### config.mk
export PLATFORM = sky130hd
export DESIGN_NAME = julian_day_to_calendar_date_flat
export DESIGN_NICKNAME = d
export VERILOG_FILES = /design/src/rtl/jdcal_pkg.sv /design/src/rtl/jdcal_if.sv /design/src/rtl/jdcal_pipe_ctl.sv /design/src/rtl/julian_day_to_calendar_date.sv /design/src/flat_wrapper.sv
export SDC_FILE = /design/constraint.sdc
export NUM_CORES = 2
export LEC_CHECK = 0
export BUFFER_PORTS_ARGS = -buffer_cell sky130_fd_sc_hd__buf_2
export CAP_MARGIN = 40
export CORE_ASPECT_RATIO = 2
export CORE_MARGIN = 2
export CORE_UTILIZATION = 50
export DETAILED_ROUTE_END_ITERATION = 6
export PLACE_DENSITY_LB_ADDON = 0.12
export SYNTH_ARGS = -nofsm -noshare
export SYNTH_HDL_FRONTEND = slang
export SYNTH_HIERARCHICAL = 1
export SYNTH_SLANG_ARGS = --single-unit
export TNS_END_PERCENT = 20
### constraint.sdc
create_clock -name clock -period 7.9 [get_ports clock]
set_input_delay 0.79 -clock clock [delete_from_list [all_inputs] [get_ports clock]]
set_output_delay 0.79 -clock clock [all_outputs]
set_load 0.05 [all_outputs]
### src/rtl/jdcal_pkg.sv
// shared constants, control types and lookup functions for the julian day converter
package jdcal_pkg;

   // field widths
   localparam int JDN_W   = 23;
   localparam int YEAR_W  = 14;
   localparam int MONTH_W = 4;
   localparam int DAY_W   = 5;
   localparam int WDAY_W  = 3;
   localparam int ORD_W   = 9;

   // pipeline depth
   localparam int NSTAGE = 9;

   // supported span and calendar switch
   localparam logic [JDN_W-1:0] JDN_LOW    = 23'd1721424;
   localparam logic [JDN_W-1:0] JDN_HIGH   = 23'd5373484;
   localparam logic [JDN_W-1:0] GREG_START = 23'd2299161;

   // scaled algorithm offsets
   localparam logic [24:0] ALPHA_OFS = 25'd7468865;
   localparam logic [26:0] C_OFS     = 27'd2442;
   localparam logic [22:0] B_OFS     = 23'd1524;

   // reciprocal multipliers: q = (x * ceil(2^S / d)) >> S, exact over the used span
   localparam int ALPHA_SH = 42;
   localparam logic [24:0] ALPHA_MUL =
      25'(((64'd1 << ALPHA_SH) + 64'd146096) / 64'd146097);

   localparam int C_SH = 40;
   localparam logic [27:0] C_MUL =
      28'(((64'd1 << C_SH) + 64'd7304) / 64'd7305);

   // month code divisor folded with the 10000 scale of the numerator
   localparam int E_SH = 43;
   localparam logic [38:0] E_MUL =
      39'((((64'd1 << E_SH) + 64'd306000) / 64'd306001) * 64'd10000);

   localparam int W_SH = 27;
   localparam logic [24:0] W_MUL =
      25'(((64'd1 << W_SH) + 64'd6) / 64'd7);

   localparam int Y_SH = 19;
   localparam logic [14:0] Y_MUL =
      15'(((64'd1 << Y_SH) + 64'd24) / 64'd25);

   // pipeline control between the handshake logic and the datapath
   typedef struct packed {
      logic [NSTAGE-1:0] load;
      logic [NSTAGE-1:0] valid;
   } pipe_ctl_type;

   // floor(30.6001 * e) for the month code
   function automatic logic [8:0] e_offset(input logic [3:0] e);
      logic [8:0] r;
      case (e)
         4'd0:    r = 9'd0;
         4'd1:    r = 9'd30;
         4'd2:    r = 9'd61;
         4'd3:    r = 9'd91;
         4'd4:    r = 9'd122;
         4'd5:    r = 9'd153;
         4'd6:    r = 9'd183;
         4'd7:    r = 9'd214;
         4'd8:    r = 9'd244;
         4'd9:    r = 9'd275;
         4'd10:   r = 9'd306;
         4'd11:   r = 9'd336;
         4'd12:   r = 9'd367;
         4'd13:   r = 9'd397;
         4'd14:   r = 9'd428;
         4'd15:   r = 9'd459;
         default: r = 9'd0;
      endcase
      return r;
   endfunction

   // days in the common year before the given month
   function automatic logic [8:0] days_before(input logic [MONTH_W-1:0] m);
      logic [8:0] r;
      case (m)
         4'd2:    r = 9'd31;
         4'd3:    r = 9'd59;
         4'd4:    r = 9'd90;
         4'd5:    r = 9'd120;
         4'd6:    r = 9'd151;
         4'd7:    r = 9'd181;
         4'd8:    r = 9'd212;
         4'd9:    r = 9'd243;
         4'd10:   r = 9'd273;
         4'd11:   r = 9'd304;
         4'd12:   r = 9'd334;
         default: r = 9'd0;
      endcase
      return r;
   endfunction

endpackage

### src/rtl/jdcal_if.sv
// valid/ready channel interfaces for day numbers in and calendar dates out
interface jdcal_req_if import jdcal_pkg::*; ();
   logic             valid;
   logic             ready;
   logic [JDN_W-1:0] julian_day_number;

   modport source (output valid, output julian_day_number, input ready);
   modport sink   (input valid, input julian_day_number, output ready);
endinterface

interface jdcal_rsp_if import jdcal_pkg::*; ();
   logic               valid;
   logic               ready;
   logic [YEAR_W-1:0]  cal_year;
   logic [MONTH_W-1:0] cal_month;
   logic [DAY_W-1:0]   cal_day;
   logic [WDAY_W-1:0]  weekday;
   logic [ORD_W-1:0]   ordinal_day;
   logic               range_error;

   modport source (output valid, output cal_year, output cal_month, output cal_day,
                   output weekday, output ordinal_day, output range_error, input ready);
   modport sink   (input valid, input cal_year, input cal_month, input cal_day,
                   input weekday, input ordinal_day, input range_error, output ready);
endinterface

### src/rtl/jdcal_pipe_ctl.sv
// valid bits and per-stage load enables of the converter pipeline, bubbles collapse
module jdcal_pipe_ctl import jdcal_pkg::*; (
   input  logic         clock,
   input  logic         reset,
   input  logic         in_valid,
   output logic         in_ready,
   input  logic         out_ready,
   output pipe_ctl_type ctl
);

   logic [NSTAGE-1:0] valid_ff;
   logic [NSTAGE-1:0] valid_in;
   logic [NSTAGE-1:0] load;

   // a stage loads when it is empty or its contents move on
   always_comb begin
      load[NSTAGE-1] = !valid_ff[NSTAGE-1] || out_ready;
      for (int k = NSTAGE - 2; k >= 0; k--) begin
         load[k] = !valid_ff[k] || load[k+1];
      end
   end

   // valid bits follow the data
   always_comb begin
      valid_in[0] = load[0] ? in_valid : valid_ff[0];
      for (int k = 1; k < NSTAGE; k++) begin
         valid_in[k] = load[k] ? valid_ff[k-1] : valid_ff[k];
      end
   end

   always_ff @(posedge clock) begin
      if (reset) begin
         valid_ff <= '0;
      end else begin
         valid_ff <= valid_in;
      end
   end

   assign in_ready  = load[0];
   assign ctl.load  = load;
   assign ctl.valid = valid_ff;

endmodule

### src/rtl/julian_day_to_calendar_date.sv
// Julian day number to calendar date converter. Each item is one integer Julian day
// number; the result gives year, month and day (Julian calendar before day 2299161,
// Gregorian from then on), the weekday (0 is Sunday), the day of the year with the
// Gregorian leap rule, and a range flag for numbers outside 1721424..5373484, in which
// case every other field is zero. The converter is a nine-stage pipeline that takes one
// item every clock while it has room (a stalled output with every stage full holds the
// input); each item passes through stage registers 0 to 8 in order and its result is
// presented from the stage 8 register. The depth is set by the chain of constant divisions
// (done as reciprocal multiplies), each followed by a register. A stalled output holds the
// pipeline while empty stages still fill, so up to nine items can be in flight.
module julian_day_to_calendar_date import jdcal_pkg::*; (
   input logic          clock,
   input logic          reset,
   jdcal_req_if.sink    req_chan,
   jdcal_rsp_if.source  rsp_chan
);

   pipe_ctl_type ctl;

   // stage 0: range check, gregorian select, alpha numerator
   logic [JDN_W-1:0] z0_ff;
   logic             err0_ff, greg0_ff;
   logic [23:0]      xa0_ff;
   logic [JDN_W-1:0] z0_in;
   logic             err0_in, greg0_in;
   logic [23:0]      xa0_in;

   // stage 1: alpha product
   logic [JDN_W-1:0] z1_ff;
   logic             err1_ff, greg1_ff;
   logic [48:0]      pa1_ff;
   logic [48:0]      pa1_in;

   // stage 2: b, c numerator, weekday product
   logic [6:0]       alpha2;
   logic [JDN_W-1:0] a2;
   logic [22:0]      b2_ff, b2_in;
   logic [26:0]      xc2_ff, xc2_in;
   logic [23:0]      w2_ff, w2_in;
   logic [48:0]      pw2_ff, pw2_in;
   logic             err2_ff;

   // stage 3: c product
   logic [22:0]      b3_ff;
   logic [54:0]      pc3_ff, pc3_in;
   logic [23:0]      w3_ff;
   logic [48:0]      pw3_ff;
   logic             err3_ff;

   // stage 4: c, b - d, weekday remainder
   logic [14:0]      c4_ff, c4_in;
   logic [22:0]      d4;
   logic [9:0]       bd4_ff, bd4_in;
   logic [21:0]      wq4;
   logic [WDAY_W-1:0] wd4_ff, wd4_in;
   logic             err4_ff;

   // stage 5: month code product
   logic [14:0]      c5_ff;
   logic [9:0]       bd5_ff;
   logic [48:0]      pe5_ff, pe5_in;
   logic [WDAY_W-1:0] wd5_ff;
   logic             err5_ff;

   // stage 6: year, month, day
   logic [3:0]         e6;
   logic [9:0]         day6;
   logic [YEAR_W-1:0]  year6_ff, year6_in;
   logic [MONTH_W-1:0] month6_ff, month6_in;
   logic [DAY_W-1:0]   day6_ff, day6_in;
   logic [WDAY_W-1:0]  wd6_ff;
   logic               err6_ff;

   // stage 7: century test product
   logic [YEAR_W-1:0]  year7_ff;
   logic [MONTH_W-1:0] month7_ff;
   logic [DAY_W-1:0]   day7_ff;
   logic [WDAY_W-1:0]  wd7_ff;
   logic [28:0]        py7_ff, py7_in;
   logic               err7_ff;

   // stage 8: leap rule, ordinal day, output register
   logic [9:0]         q25_8;
   logic               div25_8, leap8;
   logic [ORD_W-1:0]   ord8;
   logic [YEAR_W-1:0]  year8_ff, year8_in;
   logic [MONTH_W-1:0] month8_ff, month8_in;
   logic [DAY_W-1:0]   day8_ff, day8_in;
   logic [WDAY_W-1:0]  wd8_ff, wd8_in;
   logic [ORD_W-1:0]   ord8_ff, ord8_in;
   logic               err8_ff;

   // handshake and stage enables
   jdcal_pipe_ctl u_ctl (
      .clock     (clock),
      .reset     (reset),
      .in_valid  (req_chan.valid),
      .in_ready  (req_chan.ready),
      .out_ready (rsp_chan.ready),
      .ctl       (ctl)
   );

   // stage 0 logic
   always_comb begin
      z0_in    = req_chan.julian_day_number;
      err0_in  = (z0_in < JDN_LOW) || (z0_in > JDN_HIGH);
      greg0_in = (z0_in >= GREG_START);
      xa0_in   = greg0_in ? 24'({z0_in, 2'b00} - ALPHA_OFS) : '0;
   end

   always_ff @(posedge clock) begin
      if (ctl.load[0]) begin
         z0_ff    <= z0_in;
         err0_ff  <= err0_in;
         greg0_ff <= greg0_in;
         xa0_ff   <= xa0_in;
      end
   end

   // stage 1 logic
   assign pa1_in = 49'(xa0_ff) * 49'(ALPHA_MUL);

   always_ff @(posedge clock) begin
      if (ctl.load[1]) begin
         z1_ff    <= z0_ff;
         err1_ff  <= err0_ff;
         greg1_ff <= greg0_ff;
         pa1_ff   <= pa1_in;
      end
   end

   // stage 2 logic
   always_comb begin
      alpha2 = pa1_ff[ALPHA_SH +: 7];
      a2     = greg1_ff ? 23'(z1_ff + 23'(alpha2) + 23'd1 - 23'(alpha2[6:2])) : z1_ff;
      b2_in  = 23'(a2 + B_OFS);
      xc2_in = 27'(27'(b2_in) * 27'd20 - C_OFS);
      w2_in  = 24'(z1_ff) + 24'd1;
      pw2_in = 49'(w2_in) * 49'(W_MUL);
   end

   always_ff @(posedge clock) begin
      if (ctl.load[2]) begin
         b2_ff   <= b2_in;
         xc2_ff  <= xc2_in;
         w2_ff   <= w2_in;
         pw2_ff  <= pw2_in;
         err2_ff <= err1_ff;
      end
   end

   // stage 3 logic
   assign pc3_in = 55'(xc2_ff) * 55'(C_MUL);

   always_ff @(posedge clock) begin
      if (ctl.load[3]) begin
         b3_ff   <= b2_ff;
         pc3_ff  <= pc3_in;
         w3_ff   <= w2_ff;
         pw3_ff  <= pw2_ff;
         err3_ff <= err2_ff;
      end
   end

   // stage 4 logic
   always_comb begin
      c4_in  = pc3_ff[C_SH +: 15];
      d4     = 23'((26'(c4_in) * 26'd1461) >> 2);
      bd4_in = 10'(b3_ff - d4);
      wq4    = pw3_ff[W_SH +: 22];
      wd4_in = 3'(w3_ff - 24'(wq4) * 24'd7);
   end

   always_ff @(posedge clock) begin
      if (ctl.load[4]) begin
         c4_ff   <= c4_in;
         bd4_ff  <= bd4_in;
         wd4_ff  <= wd4_in;
         err4_ff <= err3_ff;
      end
   end

   // stage 5 logic
   assign pe5_in = 49'(bd4_ff) * 49'(E_MUL);

   always_ff @(posedge clock) begin
      if (ctl.load[5]) begin
         c5_ff   <= c4_ff;
         bd5_ff  <= bd4_ff;
         pe5_ff  <= pe5_in;
         wd5_ff  <= wd4_ff;
         err5_ff <= err4_ff;
      end
   end

   // stage 6 logic: month code fourteen or fifteen wraps to january or february
   always_comb begin
      e6        = pe5_ff[E_SH +: 4];
      day6      = bd5_ff - 10'(e_offset(e6));
      day6_in   = day6[DAY_W-1:0];
      month6_in = (e6 < 4'd14) ? e6 - 4'd1 : e6 - 4'd13;
      year6_in  = (month6_in > 4'd2) ? 14'(c5_ff - 15'd4716) : 14'(c5_ff - 15'd4715);
   end

   always_ff @(posedge clock) begin
      if (ctl.load[6]) begin
         year6_ff  <= year6_in;
         month6_ff <= month6_in;
         day6_ff   <= day6_in;
         wd6_ff    <= wd5_ff;
         err6_ff   <= err5_ff;
      end
   end

   // stage 7 logic
   assign py7_in = 29'(year6_ff) * 29'(Y_MUL);

   always_ff @(posedge clock) begin
      if (ctl.load[7]) begin
         year7_ff  <= year6_ff;
         month7_ff <= month6_ff;
         day7_ff   <= day6_ff;
         wd7_ff    <= wd6_ff;
         py7_ff    <= py7_in;
         err7_ff   <= err6_ff;
      end
   end

   // stage 8 logic: leap year, ordinal day, zero the fields when out of range
   always_comb begin
      q25_8   = py7_ff[Y_SH +: 10];
      div25_8 = (year7_ff == 14'(14'(q25_8) * 14'd25));
      leap8   = (year7_ff[1:0] == 2'b00) && (!div25_8 || (year7_ff[3:0] == 4'b0000));
      ord8    = days_before(month7_ff) + 9'(day7_ff)
                + 9'(leap8 && (month7_ff > 4'd2));
      year8_in  = err7_ff ? '0 : year7_ff;
      month8_in = err7_ff ? '0 : month7_ff;
      day8_in   = err7_ff ? '0 : day7_ff;
      wd8_in    = err7_ff ? '0 : wd7_ff;
      ord8_in   = err7_ff ? '0 : ord8;
   end

   always_ff @(posedge clock) begin
      if (ctl.load[8]) begin
         year8_ff  <= year8_in;
         month8_ff <= month8_in;
         day8_ff   <= day8_in;
         wd8_ff    <= wd8_in;
         ord8_ff   <= ord8_in;
         err8_ff   <= err7_ff;
      end
   end

   // result channel
   assign rsp_chan.valid       = ctl.valid[NSTAGE-1];
   assign rsp_chan.cal_year    = year8_ff;
   assign rsp_chan.cal_month   = month8_ff;
   assign rsp_chan.cal_day     = day8_ff;
   assign rsp_chan.weekday     = wd8_ff;
   assign rsp_chan.ordinal_day = ord8_ff;
   assign rsp_chan.range_error = err8_ff;

`ifndef SYNTHESIS
   // a flagged item carries no date
   a_err_zero: assert property (@(posedge clock) disable iff (reset)
      rsp_chan.valid && rsp_chan.range_error |->
         rsp_chan.cal_year == '0 && rsp_chan.cal_month == '0 && rsp_chan.cal_day == '0 &&
         rsp_chan.weekday == '0 && rsp_chan.ordinal_day == '0)
      else $error("range error item carries nonzero fields");

   // an accepted day number yields a well formed date
   a_date_ok: assert property (@(posedge clock) disable iff (reset)
      rsp_chan.valid && !rsp_chan.range_error |->
         rsp_chan.cal_month >= 4'd1 && rsp_chan.cal_month <= 4'd12 &&
         rsp_chan.cal_day >= 5'd1 && rsp_chan.weekday <= 3'd6 &&
         rsp_chan.ordinal_day >= 9'd1 && rsp_chan.ordinal_day <= 9'd366)
      else $error("date fields out of range");

   // input back-pressure only when the pipeline is full and the output stalls
   a_full_stall: assert property (@(posedge clock) disable iff (reset)
      !req_chan.ready |-> rsp_chan.valid && !rsp_chan.ready && (&ctl.valid))
      else $error("input stalled with room in the pipeline");
`endif

endmodule
### src/flat_wrapper.sv
// flat-port wrapper written by rule: the top's interface ports become plain ports
module julian_day_to_calendar_date_flat import jdcal_pkg::*;
  (clock, reset, req_chan_valid, req_chan_julian_day_number, req_chan_ready, rsp_chan_valid, rsp_chan_cal_year, rsp_chan_cal_month, rsp_chan_cal_day, rsp_chan_weekday, rsp_chan_ordinal_day, rsp_chan_range_error, rsp_chan_ready);
  jdcal_req_if req_chan_i ();
  jdcal_rsp_if rsp_chan_i ();
  input logic clock;
  input logic reset;
  input wire logic [$bits(req_chan_i.valid)-1:0] req_chan_valid;
  input wire logic [$bits(req_chan_i.julian_day_number)-1:0] req_chan_julian_day_number;
  output wire logic [$bits(req_chan_i.ready)-1:0] req_chan_ready;
  output wire logic [$bits(rsp_chan_i.valid)-1:0] rsp_chan_valid;
  output wire logic [$bits(rsp_chan_i.cal_year)-1:0] rsp_chan_cal_year;
  output wire logic [$bits(rsp_chan_i.cal_month)-1:0] rsp_chan_cal_month;
  output wire logic [$bits(rsp_chan_i.cal_day)-1:0] rsp_chan_cal_day;
  output wire logic [$bits(rsp_chan_i.weekday)-1:0] rsp_chan_weekday;
  output wire logic [$bits(rsp_chan_i.ordinal_day)-1:0] rsp_chan_ordinal_day;
  output wire logic [$bits(rsp_chan_i.range_error)-1:0] rsp_chan_range_error;
  input wire logic [$bits(rsp_chan_i.ready)-1:0] rsp_chan_ready;
  assign req_chan_i.valid = req_chan_valid;
  assign req_chan_i.julian_day_number = req_chan_julian_day_number;
  assign req_chan_ready = req_chan_i.ready;
  assign rsp_chan_valid = rsp_chan_i.valid;
  assign rsp_chan_cal_year = rsp_chan_i.cal_year;
  assign rsp_chan_cal_month = rsp_chan_i.cal_month;
  assign rsp_chan_cal_day = rsp_chan_i.cal_day;
  assign rsp_chan_weekday = rsp_chan_i.weekday;
  assign rsp_chan_ordinal_day = rsp_chan_i.ordinal_day;
  assign rsp_chan_range_error = rsp_chan_i.range_error;
  assign rsp_chan_i.ready = rsp_chan_ready;
  julian_day_to_calendar_date u_core (.clock(clock), .reset(reset), .req_chan(req_chan_i), .rsp_chan(rsp_chan_i));
endmodule
==> impl_metrics.env <==
export IMPL_status="finished, final reports clean"
export IMPL_clock_latency_ps=590
export IMPL_required_ps=8230
export IMPL_start_util=0.503
export IMPL_cp_num_buf_inv=6
export IMPL_gp_congestion=0.965
export IMPL_area_growth_pct=7.90
export IMPL_post_drt_wl_per_cell_um=21.7
export IMPL_die_x_um=228
export IMPL_yosysSeqAreaShare=0.194
export IMPL_vias_per_cell=5.33
export IMPL_dp_slack_ps=307
export IMPL_tns_ps=0
export IMPL_worstSetupPathType="flop to flop"
export IMPL_crit_family="adder cells"
export IMPL_cts_resized=0
export IMPL_min_period_ps=7570
export IMPL_slew_violations=0
export IMPL_cp_end_kind="flop"
export IMPL_cts_num_sinks=331
export IMPL_syn_area_um2=50000
export IMPL_cts_tree="built"
export IMPL_firstDrtPassIters=4
export IMPL_async_flop_share=0
export IMPL_ys_ff_latch=331
export IMPL_wl_um=131000
export IMPL_htree_levels=2
export IMPL_synthFlopType="edfxtp_1"
export IMPL_synthTopCellsByArea="fa_1 29%, ha_1 26%, edfxtp_1 18%"
export IMPL_synth_top_area_frac=0.293
export IMPL_ctsHoldBuffers=0
export IMPL_cts_setup_buffers=0
export IMPL_maxSlewHeadroom=0.408
export IMPL_num_vias=32214
export IMPL_antenna_found_initial=1
export IMPL_route_detailed_drc=0
export IMPL_cp_arrival_ps=7900
export IMPL_startpoint_type="flop"
export IMPL_syn_area_per_cell_um2=11.1
export IMPL_numCtsBuffers=36
export IMPL_synth_cell_types=93
export IMPL_slowest_stage="fa_1"
export IMPL_hold_violations=0
export IMPL_worst_slack_ps=334
export IMPL_grt_pass1_vias=36765
export IMPL_synth_nets=6321
export IMPL_hp_class="flop to flop"
export IMPL_crit_path_frequent_cell="fa_1"
export IMPL_nets=6496
export IMPL_synth_edff_count=308
export IMPL_final_common_cell="inv_1"
export IMPL_grt_max_degree=50
export IMPL_cts_root_buffer="clkbuf_16"
export IMPL_yosysTopAreaCell="fa_1"
export IMPL_placement_io_buffers=64
export IMPL_setup_violations=0
export IMPL_dp_hpwl_um=117000
export IMPL_clkTransAtPathRegs_ps=70
export IMPL_drive_gt1_frac=0.0589
export IMPL_coreArea_um2=99500
export IMPL_die_h_um=451
export IMPL_cts_buffer_depth=3
export IMPL_drtAntennaViolNets=0
export IMPL_finalCritPeriodShare=0.958
export IMPL_crit_path_max_incr_delay_ps=790
export IMPL_skew_ps=39.5
export IMPL_syn_inst=4518
export IMPL_fmax_ghz=0.132
export IMPL_crit_chain="inv_1 > ha_1 > fa_1 > inv_1 > fa_1 > inv_1 > fa_1 > fa_1 > fa_1 > inv_1 > fa_1 > ha_1 > inv_1 > o21ai_0 > a21o_1 > nand3_1 > and4_1 > o211ai_1 > buf_4 > a311oi_1 > nor3_1 > or4b_2 > a31oi_1 > xnor2_1"
export IMPL_pin_count=65
export IMPL_grt_use_total=0.271
export IMPL_die_area_um2=103000
export IMPL_final_cell_mix="1,084 x inv_1, 1,044 x ha_1, 732 x fa_1, 308 x edfxtp_1, 168 x xnor2_1"
export IMPL_max_cap_violations=0
export IMPL_worstPathMaxFanout=8
export IMPL_tightest_slew_ps=882
export IMPL_drt_iter0_markers=966
export IMPL_gr_total_overflow=0
export IMPL_yosysWarnings=6
export IMPL_rows=164
export IMPL_grt_pass1_wl_um=205000
## metrics by stage
step | hold WS [ps] | cells | area, um^2 | util
floorplan | 400 | 4518 | 50000 | -
global placement | 400 | 5979 | 52600 | 0.528
detailed placement | 405 | 5983 | 52700 | 0.529
CTS | 393 | 6044 | 53900 | 0.542
global route | 406 | 6044 | 54000 | 0.542
finish | 408 | 6045 | 54000 | 0.542
## synthesized netlist by cell type (11+ instances only)
| cell | count |
|---|---|
| and3_1 | 17 |
| nand2b_1 | 19 |
| xor2_1 | 81 |
| nor2b_1 | 49 |
| nor3_1 | 41 |
| a31oi_1 | 21 |
| a21oi_1 | 135 |
| mux2i_1 | 15 |
| o21a_1 | 17 |
| o21bai_1 | 14 |
| nand4_1 | 25 |
| edfxtp_1 | 308 |
| a211oi_1 | 13 |
| nor4_1 | 12 |
| nand2_1 | 113 |
| nand3_1 | 44 |
| o211ai_1 | 15 |
| xnor2_1 | 168 |
| o21ai_0 | 80 |
| clkbuf_1 | 19 |
| a21o_1 | 93 |
| or2_2 | 11 |
| dfxtp_1 | 23 |
| ha_1 | 1044 |
| or3_1 | 13 |
| inv_1 | 1085 |
| nor2_1 | 145 |
| fa_1 | 732 |
## layout make-up
cell class | count | area (um^2)
flip-flops and latches | 331 | 9710
diodes | 1 | 2.50
clock inverters | 24 | 338
inverters | 1086 | 4080
repair buffers | 162 | 1100
well taps | 1328 | 1660
clock buffers | 37 | 915
fillers | 8909 | 45600
multi-input cells | 3076 | 36200
## per-layer routing
metal / wire (um) / part of all wire / vias up / GRT usage
met5: 8 / 0.000061 / - / 0
met4: 12500 / 0.095 / 2 / 0.200
met3: 2850 / 0.022 / 405 / 0.0228
met2: 78000 / 0.59 / 584 / 0.561
met1: 38000 / 0.29 / 16082 / 0.226
li1: - / - / 15141 / -
## cell families (layout without fill, tap and decap cells)
| family | count (synthesis) | after routing | synth area share |
|---|---|---|---|
| fa+ha+maj | 1776 | 1776 | 0.554 |
| buf+inv | 1111 | 1309 | 0.0840 |
| simple gates | 549 | 549 | 0.0564 |
| compound gates | 484 | 484 | 0.0639 |
| flops | 331 | 331 | 0.194 |
| xor+xnor | 250 | 250 | 0.0439 |
| mux | 17 | 17 | 0.00345 |
| other cells | 0 | 1 | 0 |
## worst paths after layout
| check | from | to | slack (ps) | depth (start not counted) |
|---|---|---|---|---|
| hold reg to reg | u_core/z0_ff[22] | u_core/z1_ff[22] | 410 | 0 |
| setup reg to reg | u_core/xc2_ff[16] | u_core/pc3_ff[53] | 330 | 24 |
| setup / recovery | u_core/xc2_ff[16] | u_core/pc3_ff[53] | 330 | 24 |
| hold / removal | u_core/z0_ff[22] | u_core/z1_ff[22] | 410 | 0 |
## flip-flops by register name, summed over array words and instances, names as in the netlist, 14 cells and up, named ones only
name                      cells
u_core/z0_ff                 23
u_core/xa0_ff                23
u_core/year6_ff              14
u_core/pc3_ff                14
u_core/c5_ff                 14
u_core/z1_ff                 23
u_core/year7_ff              14
u_core/xc2_ff                25
u_core/rsp_chan.cal_year     14
u_core/c4_ff                 14
Power is left out: the tool's default activity adds up to more than one toggle a clock period on the data nets, which glitch-free logic cannot reach.
